**src/rtl/core/rpn_pkg.sv**
```systemverilog
// ----------------------------------------------------------------------------
// rpn_pkg: shared types and constants for the postfix expression evaluator
// Token classes, operation and status codes, and the front-to-back record.
// ----------------------------------------------------------------------------
package rpn_pkg;

	localparam int unsigned StackDepth = 16;
	localparam int unsigned PtrW       = $clog2(StackDepth);
	localparam int unsigned CntW       = $clog2(StackDepth + 1);
	localparam int unsigned QDepth     = 2;

	typedef enum logic [2:0] {
		OP_ADD = 3'd0,
		OP_SUB = 3'd1,
		OP_MUL = 3'd2,
		OP_DIV = 3'd3,
		OP_POW = 3'd4
	} op_t;

	typedef enum logic [1:0] {
		ST_OK    = 2'd0,
		ST_UNDER = 2'd1,
		ST_OVER  = 2'd2,
		ST_DIVZ  = 2'd3
	} status_t;

	// classified token passed from the front to the back
	typedef enum logic [1:0] {
		TK_PUSH = 2'd0,
		TK_OPER = 2'd1,
		TK_NOP  = 2'd2
	} tok_t;

	typedef struct packed {
		tok_t        tok;
		logic [31:0] number;
		op_t         op;
		logic        last;
	} tok_rec_t;

endpackage

```
**src/rtl/core/rpn_front.sv**
```systemverilog
// ----------------------------------------------------------------------------
// rpn_front: token intake
// Classifies incoming tokens and holds them in a short queue for the back.
// ----------------------------------------------------------------------------
module rpn_front (
	input  logic              clk,
	input  logic              arst_n,
	input  logic              in_valid,
	output logic              in_stall,
	input  logic              kind,
	input  logic [31:0]       number,
	input  logic [2:0]        operation,
	input  logic              last,
	output logic              q_valid,
	input  logic              q_take,
	output rpn_pkg::tok_rec_t q_rec
);

	rpn_pkg::tok_rec_t mem_q [rpn_pkg::QDepth];
	logic              wp_q, rp_q;
	logic [1:0]        cnt_q;
	rpn_pkg::tok_rec_t rec;
	logic              push, pop;

	always_comb begin
		rec.number = number;
		rec.op     = rpn_pkg::op_t'(operation);
		rec.last   = last;
		if (!kind)
			rec.tok = rpn_pkg::TK_PUSH;
		else if (operation > 3'd4)
			rec.tok = rpn_pkg::TK_NOP;
		else
			rec.tok = rpn_pkg::TK_OPER;
	end

	assign in_stall = (cnt_q == 2'd2);
	assign push     = in_valid && !in_stall;
	assign q_valid  = (cnt_q != 2'd0);
	assign pop      = q_valid && q_take;
	assign q_rec    = mem_q[rp_q];

	always_ff @(posedge clk) begin
		if (push)
			mem_q[wp_q] <= rec;
	end

	always_ff @(posedge clk or negedge arst_n) begin
		if (!arst_n) begin
			wp_q  <= 1'b0;
			rp_q  <= 1'b0;
			cnt_q <= 2'd0;
		end else begin
			if (push)
				wp_q <= ~wp_q;
			if (pop)
				rp_q <= ~rp_q;
			cnt_q <= cnt_q + {1'b0, push} - {1'b0, pop};
		end
	end

endmodule

```
**src/rtl/core/rpn_alu.sv**
```systemverilog
// ----------------------------------------------------------------------------
// rpn_alu: iterative arithmetic unit
// Add and subtract in one step; multiply, divide and power bit by bit.
// ----------------------------------------------------------------------------
module rpn_alu (
	input  logic           clk,
	input  logic           arst_n,
	input  logic           start,
	input  rpn_pkg::op_t   op,
	input  logic [31:0]    a,
	input  logic [31:0]    b,
	output logic           done,
	output logic [31:0]    res,
	output logic           divz
);

	typedef enum logic [3:0] {
		A_IDLE = 4'b0001,
		A_MUL  = 4'b0010,
		A_POWM = 4'b0100,
		A_FIN  = 4'b1000
	} astate_t;

	astate_t     st_q;
	rpn_pkg::op_t op_q;
	logic [5:0]  cnt_q;
	logic [31:0] acc_q, x_q, y_q, rem_q, res_q, base_q, e_q;
	logic        neg_q, divz_q;
	logic [32:0] trial;
	logic [31:0] rem_sh;
	logic [31:0] ua, ub;
	logic [31:0] mul_sum;
	logic        sqr_phase_q;

	assign ua = a[31] ? (~a + 32'd1) : a;
	assign ub = b[31] ? (~b + 32'd1) : b;
	assign rem_sh = {rem_q[30:0], x_q[31]};
	assign trial  = {1'b0, rem_sh} - {1'b0, y_q};
	assign mul_sum = y_q[0] ? (acc_q + x_q) : acc_q;

	assign done = (st_q == A_FIN);
	assign res  = res_q;
	assign divz = divz_q;

	// multiply unit (shift-add) is shared by MUL and by each POW step
	always_ff @(posedge clk or negedge arst_n) begin
		if (!arst_n) begin
			st_q <= A_IDLE;
		end else begin
			unique case (st_q)
				A_IDLE: begin
					if (start) begin
						op_q   <= op;
						divz_q <= 1'b0;
						acc_q  <= '0;
						cnt_q  <= '0;
						unique case (op)
							rpn_pkg::OP_ADD: begin
								res_q <= a + b;
								st_q  <= A_FIN;
							end
							rpn_pkg::OP_SUB: begin
								res_q <= a - b;
								st_q  <= A_FIN;
							end
							rpn_pkg::OP_MUL: begin
								x_q  <= a;
								y_q  <= b;
								st_q <= A_MUL;
							end
							rpn_pkg::OP_DIV: begin
								if (b == 32'd0) begin
									divz_q <= 1'b1;
									res_q  <= '0;
									st_q   <= A_FIN;
								end else begin
									x_q   <= ua;
									y_q   <= ub;
									rem_q <= '0;
									neg_q <= a[31] ^ b[31];
									st_q  <= A_MUL;
								end
							end
							default: begin
								if (b[31]) begin
									if (a == 32'd1)
										res_q <= 32'd1;
									else if (a == 32'hFFFF_FFFF)
										res_q <= b[0] ? 32'hFFFF_FFFF : 32'd1;
									else
										res_q <= '0;
									st_q <= A_FIN;
								end else begin
									res_q       <= 32'd1;
									base_q      <= a;
									e_q         <= b;
									sqr_phase_q <= 1'b0;
									st_q        <= A_POWM;
								end
							end
						endcase
					end
				end
				A_MUL: begin
					// 32 steps: multiply (shift-add) or restoring divide
					if (op_q == rpn_pkg::OP_DIV) begin
						x_q <= {x_q[30:0], 1'b0};
						if (!trial[32]) begin
							rem_q <= trial[31:0];
							acc_q <= {acc_q[30:0], 1'b1};
						end else begin
							rem_q <= rem_sh;
							acc_q <= {acc_q[30:0], 1'b0};
						end
					end else begin
						acc_q <= mul_sum;
						x_q   <= {x_q[30:0], 1'b0};
						y_q   <= {1'b0, y_q[31:1]};
					end
					cnt_q <= cnt_q + 6'd1;
					if (cnt_q == 6'd31) begin
						if (op_q == rpn_pkg::OP_MUL) begin
							res_q <= mul_sum;
							st_q  <= A_FIN;
						end else if (op_q == rpn_pkg::OP_DIV) begin
							res_q <= neg_q
								? ~({acc_q[30:0], ~trial[32]}) + 32'd1
								: {acc_q[30:0], ~trial[32]};
							st_q  <= A_FIN;
						end else begin
							// power: product step finished
							if (sqr_phase_q)
								base_q <= mul_sum;
							else
								res_q <= mul_sum;
							st_q <= A_POWM;
						end
					end
				end
				A_POWM: begin
					// square-and-multiply: one multiply per phase
					acc_q <= '0;
					cnt_q <= '0;
					if (sqr_phase_q) begin
						sqr_phase_q <= 1'b0;
						e_q         <= {1'b0, e_q[31:1]};
						if (e_q[31:1] == 31'd0)
							st_q <= A_FIN;
						else begin
							sqr_phase_q <= 1'b0;
						end
					end else if (e_q == 32'd0) begin
						st_q <= A_FIN;
					end else if (e_q[0] && !sqr_phase_q && cnt_q != 6'd32) begin
						// multiply result by base, then square
						x_q   <= res_q;
						y_q   <= base_q;
						cnt_q <= '0;
						st_q  <= A_MUL;
						e_q   <= {e_q[31:1], 1'b0};
					end else begin
						x_q         <= base_q;
						y_q         <= base_q;
						sqr_phase_q <= 1'b1;
						st_q        <= A_MUL;
					end
				end
				A_FIN: begin
					st_q <= A_IDLE;
				end
				default: st_q <= A_IDLE;
			endcase
		end
	end

endmodule

```
**src/rtl/core/rpn_back.sv**
```systemverilog
// ----------------------------------------------------------------------------
// rpn_back: stack engine
// Pops queued tokens, keeps the operand stack and sticky status, issues results.
// ----------------------------------------------------------------------------
module rpn_back (
	input  logic              clk,
	input  logic              arst_n,
	input  logic              q_valid,
	output logic              q_take,
	input  rpn_pkg::tok_rec_t q_rec,
	output logic              out_valid,
	input  logic              out_stall,
	output logic [31:0]       value,
	output logic [1:0]        status
);

	typedef enum logic [4:0] {
		B_IDLE = 5'b00001,
		B_RDB  = 5'b00010,
		B_RDA  = 5'b00100,
		B_ALU  = 5'b01000,
		B_TOP  = 5'b10000
	} bstate_t;

	bstate_t                    st_q;
	logic [31:0]                stk_q [rpn_pkg::StackDepth];
	logic [rpn_pkg::CntW-1:0]   cnt_q;
	logic [1:0]                 err_q;
	logic [31:0]                rd_q, b_q;
	logic                       last_q;
	rpn_pkg::op_t               op_q;
	logic                       we;
	logic [rpn_pkg::PtrW-1:0]   wa, ra;
	logic [31:0]                wd;
	logic                       ov_valid_q;
	logic [31:0]                ov_value_q;
	logic [1:0]                 ov_status_q;
	logic                       alu_start, alu_done, alu_divz;
	logic [31:0]                alu_res;
	logic [rpn_pkg::CntW-1:0]   cnt_m1, cnt_m2;

	assign cnt_m1 = cnt_q - rpn_pkg::CntW'(1);
	assign cnt_m2 = cnt_q - rpn_pkg::CntW'(2);

	rpn_alu u_alu (
		.clk    (clk),
		.arst_n (arst_n),
		.start  (alu_start),
		.op     (op_q),
		.a      (rd_q),
		.b      (b_q),
		.done   (alu_done),
		.res    (alu_res),
		.divz   (alu_divz)
	);

	assign value     = ov_value_q;
	assign status    = ov_status_q;
	assign out_valid = ov_valid_q;
	// take a token whenever idle; a waiting result only holds the final step
	assign q_take    = (st_q == B_IDLE) && q_valid;

	// stack memory: one write and one registered read port; the result step also reads the top entry directly
	always_ff @(posedge clk) begin
		if (we)
			stk_q[wa] <= wd;
		rd_q <= stk_q[ra];
	end

	always_comb begin
		we        = 1'b0;
		wa        = cnt_q[rpn_pkg::PtrW-1:0];
		wd        = q_rec.number;
		ra        = cnt_m1[rpn_pkg::PtrW-1:0];
		alu_start = (st_q == B_RDA);
		unique case (st_q)
			B_IDLE: begin
				if (q_take && q_rec.tok == rpn_pkg::TK_PUSH &&
						cnt_q < rpn_pkg::CntW'(rpn_pkg::StackDepth))
					we = 1'b1;
				if (q_take && q_rec.tok == rpn_pkg::TK_PUSH &&
						cnt_q < rpn_pkg::CntW'(rpn_pkg::StackDepth))
					ra = cnt_q[rpn_pkg::PtrW-1:0];
			end
			B_RDB: ra = cnt_m2[rpn_pkg::PtrW-1:0];
			B_ALU: begin
				wa = cnt_q[rpn_pkg::PtrW-1:0];
				wd = alu_res;
				we = alu_done;
				ra = cnt_q[rpn_pkg::PtrW-1:0];
			end
			default: ;
		endcase
	end

	always_ff @(posedge clk or negedge arst_n) begin
		if (!arst_n) begin
			st_q        <= B_IDLE;
			cnt_q       <= '0;
			err_q       <= rpn_pkg::ST_OK;
			ov_valid_q  <= 1'b0;
		end else begin
			if (ov_valid_q && !out_stall)
				ov_valid_q <= 1'b0;
			unique case (st_q)
				B_IDLE: begin
					if (q_take) begin
						last_q <= q_rec.last;
						op_q   <= q_rec.op;
						unique case (q_rec.tok)
							rpn_pkg::TK_PUSH: begin
								if (cnt_q < rpn_pkg::CntW'(rpn_pkg::StackDepth))
									cnt_q <= cnt_q + rpn_pkg::CntW'(1);
								else if (err_q == rpn_pkg::ST_OK)
									err_q <= rpn_pkg::ST_OVER;
								st_q <= q_rec.last ? B_TOP : B_IDLE;
							end
							rpn_pkg::TK_OPER: begin
								if (cnt_q < rpn_pkg::CntW'(2)) begin
									if (err_q == rpn_pkg::ST_OK)
										err_q <= rpn_pkg::ST_UNDER;
									st_q <= q_rec.last ? B_TOP : B_IDLE;
								end else
									st_q <= B_RDB;
							end
							default: st_q <= q_rec.last ? B_TOP : B_IDLE;
						endcase
					end
				end
				B_RDB: begin
					// top operand arrives now; hold it and request the one below
					b_q  <= rd_q;
					st_q <= B_RDA;
				end
				B_RDA: begin
					st_q  <= B_ALU;
					cnt_q <= cnt_m2;
				end
				B_ALU: begin
					if (alu_done) begin
						cnt_q <= cnt_q + rpn_pkg::CntW'(1);
						if (alu_divz && err_q == rpn_pkg::ST_OK)
							err_q <= rpn_pkg::ST_DIVZ;
						st_q <= last_q ? B_TOP : B_IDLE;
					end
				end
				B_TOP: begin
					// wait until the output register is free; the top entry is read directly
					if (!ov_valid_q) begin
						ov_valid_q <= 1'b1;
						if (cnt_q == '0) begin
							ov_value_q  <= '0;
							ov_status_q <= (err_q == rpn_pkg::ST_OK) ? rpn_pkg::ST_UNDER : err_q;
						end else begin
							ov_value_q  <= stk_q[cnt_m1[rpn_pkg::PtrW-1:0]];
							ov_status_q <= err_q;
						end
						cnt_q <= '0;
						err_q <= rpn_pkg::ST_OK;
						st_q  <= B_IDLE;
					end
				end
				default: st_q <= B_IDLE;
			endcase
		end
	end

endmodule

```
**src/rtl/core/rpn_stack_evaluator.sv**
```systemverilog
// ----------------------------------------------------------------------------
// rpn_stack_evaluator: postfix integer expression evaluator
// Pushes number tokens, applies operators to the two top entries, and on the
// last token reports the top of the stack with a sticky status.
// ----------------------------------------------------------------------------
//  channel | handshake           | payload
//  --------+---------------------+-----------------------------------
//  in      | in_valid / in_stall | kind, number, operation, last
//  out     | out_valid/out_stall | value, status
//
//  Multiply and divide run through the 32-step shift-add/restoring unit;
//  power runs up to two such multiplies per exponent bit. A two-entry queue
//  lets the intake hold items while the stack engine works. Reset clears the
//  counts, status and queue at once; the stack memory needs no clearing.
//  A stalled output holds the engine only at the end of the next expression,
//  until the waiting result leaves; the queue then fills and stalls the
//  intake.
// ----------------------------------------------------------------------------
module rpn_stack_evaluator (
	input  logic        clk,
	input  logic        arst_n,
	input  logic        in_valid,
	output logic        in_stall,
	input  logic        kind,
	input  logic [31:0] number,
	input  logic [2:0]  operation,
	input  logic        last,
	output logic        out_valid,
	input  logic        out_stall,
	output logic [31:0] value,
	output logic [1:0]  status
);

	logic              q_valid, q_take;
	rpn_pkg::tok_rec_t q_rec;

	// intake and classify
	rpn_front u_front (
		.clk       (clk),
		.arst_n    (arst_n),
		.in_valid  (in_valid),
		.in_stall  (in_stall),
		.kind      (kind),
		.number    (number),
		.operation (operation),
		.last      (last),
		.q_valid   (q_valid),
		.q_take    (q_take),
		.q_rec     (q_rec)
	);

	// carry out tokens against the stack
	rpn_back u_back (
		.clk       (clk),
		.arst_n    (arst_n),
		.q_valid   (q_valid),
		.q_take    (q_take),
		.q_rec     (q_rec),
		.out_valid (out_valid),
		.out_stall (out_stall),
		.value     (value),
		.status    (status)
	);

endmodule

```
**config.mk**
```make
export PLATFORM = sky130hd
export DESIGN_NAME = rpn_stack_evaluator
export DESIGN_NICKNAME = d
export VERILOG_FILES = /design/src/rtl/core/rpn_pkg.sv /design/src/rtl/core/rpn_front.sv /design/src/rtl/core/rpn_alu.sv /design/src/rtl/core/rpn_back.sv /design/src/rtl/core/rpn_stack_evaluator.sv
export SDC_FILE = /design/constraint.sdc
export NUM_CORES = 2
export LEC_CHECK = 0
export BUFFER_PORTS_ARGS = -buffer_cell sky130_fd_sc_hd__buf_2
export CAP_MARGIN = 0
export CORE_AREA = 3 3 320 353
export CTS_CLUSTER_DIAMETER = 120
export DETAILED_ROUTE_END_ITERATION = 6
export DIE_AREA = 0 0 323 356
export GPL_TIMING_DRIVEN = 0
export PLACE_DENSITY = 0.67
export SLEW_MARGIN = 20
export SYNTH_ARGS = -nofsm -noshare
export SYNTH_HDL_FRONTEND = slang
export SYNTH_HIERARCHICAL = 1
export SYNTH_SLANG_ARGS = --single-unit
```
**constraint.sdc**
```tcl
create_clock -name clk -period 14.38 [get_ports clk]
set_input_delay 0 -clock clk [delete_from_list [all_inputs] [get_ports clk]]
set_output_delay 0 -clock clk [all_outputs]
set_load 0.02 [all_outputs]
```
; ---- Word-level counts from Yosys, hierarchy flattened
; Memories as Yosys holds them, arrays and structs flattened. A register that Yosys moved wholly into a read port is not among the register bits.
; Cells that the tools add are included.
[classes]
bitwise_logic = 9
add_sub_neg = 13
reduce_logical = 45
n_mux = 115
eq_ne = 51
magnitude_cmp = 3
[ops]
columns = cell, count
row1 = 32-bit two-way mux, 38
row2 = 32-bit case mux with 2 select lines, 5
row3 = 32-bit case mux with 3 select lines, 3
row4 = 31-bit two-way mux, 5
row5 = 32-bit case mux with 4 select lines, 1
row6 = 32-bit by 1-bit adder with 32-bit output (second input constant), 3
row7 = 32-bit inverter, 3
row8 = 32-bit adder, 2
row9 = 32-bit zero test, 2
row10 = 31-bit case mux with 2 select lines, 1
row11 = 5-bit two-way mux, 12
row12 = 4-bit two-way mux, 10
row13 = 4-bit case mux with 3 select lines, 3
row14 = 32-bit by 32-bit subtractor with 33-bit output, 1
row15 = 32-bit by 1-bit == test with 1-bit output (second input constant), 1
row16 = 32-bit == test (second input constant), 1
row17 = 32-bit subtractor, 1
row18 = 31-bit zero test, 1
row19 = 2-bit != test (second input constant), 15
row20 = 3-bit != test (second input constant), 9
row21 = 5-bit case mux with 5 select lines, 1
row22 = 2-bit two-way mux, 11
row23 = 7-bit AND reduction, 3
row24 = 5-bit case mux with 4 select lines, 1
row25 = 51 further kinds, 103
[totals]
input_bits = 41
memories = 2
reg_bits = 294
elab_cells = 263
ramBits = 588
out_inout_bits = 36
[memory_table]
columns = memory, depth, word_bits, read_ports, rd_ports_with_merged_regs, write_ports, line
row1 = u_back.stk_q, 16, 32, 2, 2, 1, rpn_back.sv:26  ; logic [31:0] stk_q [rpn_pkg::StackDepth];
row2 = u_front.mem_q, 2, 38, 1, 0, 1, rpn_front.sv:19  ; rpn_pkg::tok_rec_t mem_q [rpn_pkg::QDepth];

; ---- Longest topological paths before layout
[depth]
ltp_word = 9
ltp_mapped = 20

; ---- By module
; Netlist, hierarchy kept.
[modules_own_cells]
columns = module, cells_per_inst, area_each_um2, n_inst
row1 = rpn_back, 1376, 27367.5, 1
row2 = rpn_alu, 2112, 18813.0, 1
row3 = rpn_front, 140, 3010.4, 1

; ---- Least setup slack after synthesis
; Ideal clock, no wire load.
[synth_timing]
kind = register to register
from = reg u_back.u_alu.st_q[0]
to = reg u_back.u_alu.y_q[0] (enable)
setup_slack_ns = 8.935
n_path_buf = 0
stages_incl_launch_ff = 6
arrival_ns = 5.053
setup_time_ns = 0.392
cell_sequence = dfstp_2 > nor4b_1 > o21ai_0 > nor2_1 > o211a_1 > and2_1
[synth_between]
elab_chain_cells = 3
elab_cells_between_ends = 11
[synth_lines]
columns = item, line
row1 = start: declaration, rpn_alu.sv:24  ; astate_t st_q;
row2 = start signal: assignment, rpn_alu.sv:48  ; st_q <= A_IDLE;
row3 = start signal: assignment, rpn_alu.sv:60  ; st_q <= A_FIN;
row4 = start signal: assignment, rpn_alu.sv:64  ; st_q <= A_FIN;
row5 = "4-bit by 1-bit == test with 1-bit output, or another cell as far along", rpn_alu.sv:50  ; unique case (st_q)
row6 = "3-bit by 1-bit != test with 1-bit output (no line), or another cell as far along", n/a
row7 = 8-bit AND reduction (no line) (*), n/a
row8 = end signal: assignment, rpn_alu.sv:78  ; y_q <= ub;
row9 = end signal: assignment, rpn_alu.sv:118  ; y_q <= {1'b0, y_q[31:1]};
row10 = end signal: assignment, rpn_alu.sv:157  ; y_q <= base_q;
row11 = end: declaration, rpn_alu.sv:27  ; logic [31:0] acc_q, x_q, y_q, rem_q, res_q, base_q, e_q;
; Mark *: on every way between the ends. The rest lies on a longest branch, timed or not.
; A chain may end at the register's enable or synchronous reset.

; ---- Worst setup path after layout
[layout_timing]
from = reg u_back.u_alu.x_q[31]
to = reg u_back.u_alu.res_q[24], in the netlist u_back/u_alu/res[24] (data pin)
[layout_between]
elab_chain_cells = 9
[layout_lines]
columns = item, line
row1 = start: declaration, rpn_alu.sv:27
row2 = start signal: assignment, rpn_alu.sv:77  ; x_q <= ua;
row3 = start signal: assignment, rpn_alu.sv:107  ; x_q <= {x_q[30:0], 1'b0};
row4 = start signal: assignment, rpn_alu.sv:117  ; x_q <= {x_q[30:0], 1'b0};
row5 = 32-bit by 32-bit subtractor with 33-bit output, rpn_alu.sv:38  ; assign trial = {1'b0, rem_sh} - {1'b0, y_q};
row6 = 1-bit inverter, rpn_alu.sv:127  ; ? ~({acc_q[30:0], ~trial[32]}) + 32'd1
row7 = 32-bit inverter, rpn_alu.sv:127
row8 = 32-bit by 1-bit adder with 32-bit output, rpn_alu.sv:127
row9 = 32-bit two-way mux, rpn_alu.sv:127
row10 = 32-bit two-way mux, rpn_alu.sv:125  ; end else if (op_q == rpn_pkg::OP_DIV) begin
row11 = 32-bit two-way mux, rpn_alu.sv:122  ; if (op_q == rpn_pkg::OP_MUL) begin
row12 = 32-bit two-way mux, rpn_alu.sv:121  ; if (cnt_q == 6'd31) begin
row13 = 32-bit case mux with 2 select lines, rpn_alu.sv:50
row14 = end signal: assignment, rpn_alu.sv:59  ; res_q <= a + b;
row15 = end signal: assignment, rpn_alu.sv:123  ; res_q <= mul_sum;
row16 = end signal: assignment, rpn_alu.sv:126  ; res_q <= neg_q
row17 = end: declaration, rpn_alu.sv:27
; No other way between the ends. The select of a mux whose other input is x is not followed.

==> results.md <==
* Run status: complete, no violations
* Clock transition at the register clock pins on the worst setup and hold paths after CTS at 0.06 ns
* Primary FF master, synth: edfxtp_1
* Via density per instance at 6.53
* Measured slew at the worst slew-check pin at 1.24 ns
* Main area contributors after synthesis: edfxtp_1 54%, mux4_2 13%, nand2_1 3.3%, ha_1 2.8%, xnor2_1 2.1%
* Port Buffer Count at 76
* Length of routed met2 wiring at 75.7 mm
* First-pass GRT wire length at 237 mm
* Met3 routed WL at 18.7 mm
* CTS H-tree lvls at 3
* Area share of the largest cell type after synthesis at 0.545
* Post-Synthesis Net Count at 3783
* Nets at 4025
* Via count of the first global-routing pass at 34133
* Residual DRC count at 0
* Standard-cell rows at 127
* Total setup violations reported at the end of the flow at 0
* Placed wire-length estimate at 117 mm
* Upper clock frequency limit at 161 MHz
* Number of top-level pins at 77
* Crit Path Class: reg -> reg
* Aggregate routed wire length at 166 mm
* Maximum net fanout on the critical path at 10
* Fin. Hold Viols at 0
* Worst clock skew at 0.0442 ns
* Routed metal-1 wire length at 59.8 mm
* Clock buffers created by TritonCTS at 100
* Cell taking the most area after synthesis: edfxtp_1
* Chip width at 323 microns
* Antenna violations before repair at 2
* Post-synthesis instance total at 3628
* Clock tree from TritonCTS: done
* Period utilisation layout at 0.432
* Height of the chip at 356 microns
* Via Count at 35039
* Slew headroom at 0.173
* Proportion of synthesized chip area in sequential cells at 0.568
* Max capacitance violation total at 0
* Critical Path RT at 14.78 ns
* Maximum number of pins on one net before global-route repair at 35
* Maximum vdd ir drop at 0.160 mV
* Path category of the worst min-delay check: in -> reg
* Number of enable-type register cells in the synthesized netlist at 892
* Post-CTS Setup Bufs at 0
* Core area at 109000 sq um
* Starting utilization of the core area at 0.450
* Number of iterations in the first detailed-routing pass at 7
* Ys Warns at 6
* Crit path arrival time at 6.61 ns
* Kind of end point of the critical path: register
* Fraction of final layout cells sized beyond drive strength 1 at 0.168
* Drt wl/cell at 30.8 microns
* Total Negative Setup Slacks at 0 ns
* Final cell utilization of the core at 0.507
* Final-report max-slew violation count at 0
* Clk Latency, worst-skew pair at 0.71 ns
* Final period demand of the worst path at 6.21 ns
* Number of DRC violations after detailed-routing iteration 0 at 5060
* Antenna Violating Nets Remaining at 0
* Count of state elements after synthesis at 945
* Total global routing track utilization at 0.286
* Setup repair after global routing missed its margin: no
* Die Outline Area at 115000 sq um
* Number of distinct standard cells referenced by the synthesized netlist at 95
* Post-synthesis instance area at 49200 sq um
* Overflow left after global routing at 0
* GPL Wtd Cong at 1.00
* Power per Cell Area at 244 nW/um^2
* Share of synthesized flip-flops with an asynchronous set or reset at 0.0222
* CTS root buf: clkbuf_16
* Area growth syn-to-layout at 12.6%
* Static leakage at 19.2 nW
* Clock Path Buffers at 3
* Mean Syn Cell Area at 13.6 sq um
* Num Clock Sinks at 945
* Highest routed layer: met4
* Crit path launch type: register
## cell families after synthesis
logic type | after synthesis | synth area share
and+or+nand+nor | 947 | 0.0907
DFF | 945 | 0.568
AOI/OAI and AO/OA | 747 | 0.0989
muxes | 390 | 0.154
buffers and inverters | 291 | 0.0237
xor gates and xnor gates | 194 | 0.0345
adders and majority gates | 114 | 0.0295
## cell usage in the layout (no fill, tap or decap), types with 21 or more instances in the layout
cell and instances:
edfxtp_1 892, nand2_1 438, mux4_2 288, o21ai_0 190, a21oi_1 179, clkbuf_1 177
nor2_1 155, xnor2_1 117, ha_1 111, clkbuf_16 101, a22oi_1 100, buf_2 94
xor2_1 77, inv_1 76, nand3_1 63, mux2i_1 59, nor2b_1 55, dlygate4sd3_1 45
a21o_1 39, nor3_1 35, mux2_2 33, dfxtp_1 32, o221ai_1 32, clkinv_1 31
nand2b_1 24, a31oi_1 23, nand4_1 22, nor4_1 22, o21a_1 22, o31ai_1 21
## worst max-delay path, stage by stage, from the launching register on
cell      delay [ns]
edfxtp_1        0.45
inv_1           0.11
ha_1            0.18
fa_1            0.22
nor2b_1         0.08
o31ai_2         0.25
a21oi_1         0.16
a211o_1         0.40
a21oi_2         0.18
o21ai_1         0.17
a311o_1         0.53
inv_2           0.29
clkbuf_1        0.68
ha_1            0.43
nand3_1         0.17
or3_1           0.51
o41ai_2         0.34
xnor2_1         0.10
o221ai_1        0.51
o211ai_1        0.18
## path summary, 6_finish.rpt
| path | from | to | slack [ns] | cells after the start |
|---|---|---|---|---|
| worst min-delay path | number[8] | u_front/mem_q[1][12] | 0.04 | 2 |
| worst min register to register | u_back/rd_q[31] | u_back/b_q[31] | 0.44 | 0 |
| min in group asynchronous | arst_n | u_back/st_q[0] | 0.52 | 3 |
| worst max register to register | u_back/u_alu/x_q[31] | u_back/u_alu/res[24] | 8.17 | 19 |
| max in group asynchronous | arst_n | u_back/u_alu/st_q[2] | 13.28 | 4 |
| worst max-delay path | u_back/u_alu/x_q[31] | u_back/u_alu/res[24] | 8.17 | 19 |
## state kept, by name, indices dropped and copies added (netlist names), 3 cells and up
signal               cells
u_back/stk_q           512
u_front/mem_q           76
u_back/b_q              32
u_back/rd_q             32
u_back/u_alu/acc_q      32
u_back/u_alu/base_q     32
u_back/u_alu/res        32
u_back/u_alu/x_q        32
u_back/u_alu/y_q        32
u_back/value            32
u_back/u_alu/e_q        31
u_back/u_alu/rem_q      31
u_back/u_alu/cnt_q       6
u_back/cnt_q             5
u_back/st_q              5
u_back/u_alu/st_q        4
u_back/op_q              3
u_back/u_alu/op_q        3
## cell type report
| class | instances | area [sq um] |
|---|---|---|
| fill | 9287 | 53900 |
| sequential | 945 | 28000 |
| multi-input combinational | 2392 | 20200 |
| clock buffer | 118 | 2590 |
| tap | 1419 | 1780 |
| timing repair buffer | 140 | 1120 |
| buffer | 214 | 892 |
| clock inverter | 61 | 566 |
| inverter | 77 | 289 |
| antenna | 1 | 2.50 |
## stage by stage
step	power [W]	hold slack, ns	instances	worst slack, ns	area (sq um)
after floorplan	0.00840	-0.296	3628	8.94	49200
after global placement	0.0107	0.0587	5123	6.16	51300
after detailed placement	0.0108	0.0628	5141	8.24	51800
after CTS	0.0134	0.000470	5366	8.24	55400
after global routing	0.0140	0.0154	5366	7.99	55400
final	0.0135	0.0388	5367	8.17	55400
## layer usage
layer | vias up | global-route usage
met4 | 0 | 0.164
li1 | 14688 | -
met3 | 493 | 0.0688
met2 | 2380 | 0.448
met5 | - | 0
met1 | 17478 | 0.365
## repair_timing
item                      CTS  global route
gates resized for setup     0             0
hold endpoints to repair  135             0
hold buffers               46             0
## power breakdown
group          switching, W  internal, W  total (W)
registers          0.000457      0.00377    0.00423
logic               0.00412      0.00266    0.00678
clock network       0.00110      0.00143    0.00253
## synth_stat cells (all sizes together) (39+ instances only)
master	count
nand2	439
inv	77
clkbuf	164
xnor2	117
nor2b	56
xor2	77
nor2	159
nand3	63
mux4	288
a21oi	180
mux2i	59
mux2	43
o21ai	193
buf	50
edfxtp	892
a22oi	100
ha	111
a21o	39
Note: power is estimated with default switching activity, not from simulation.
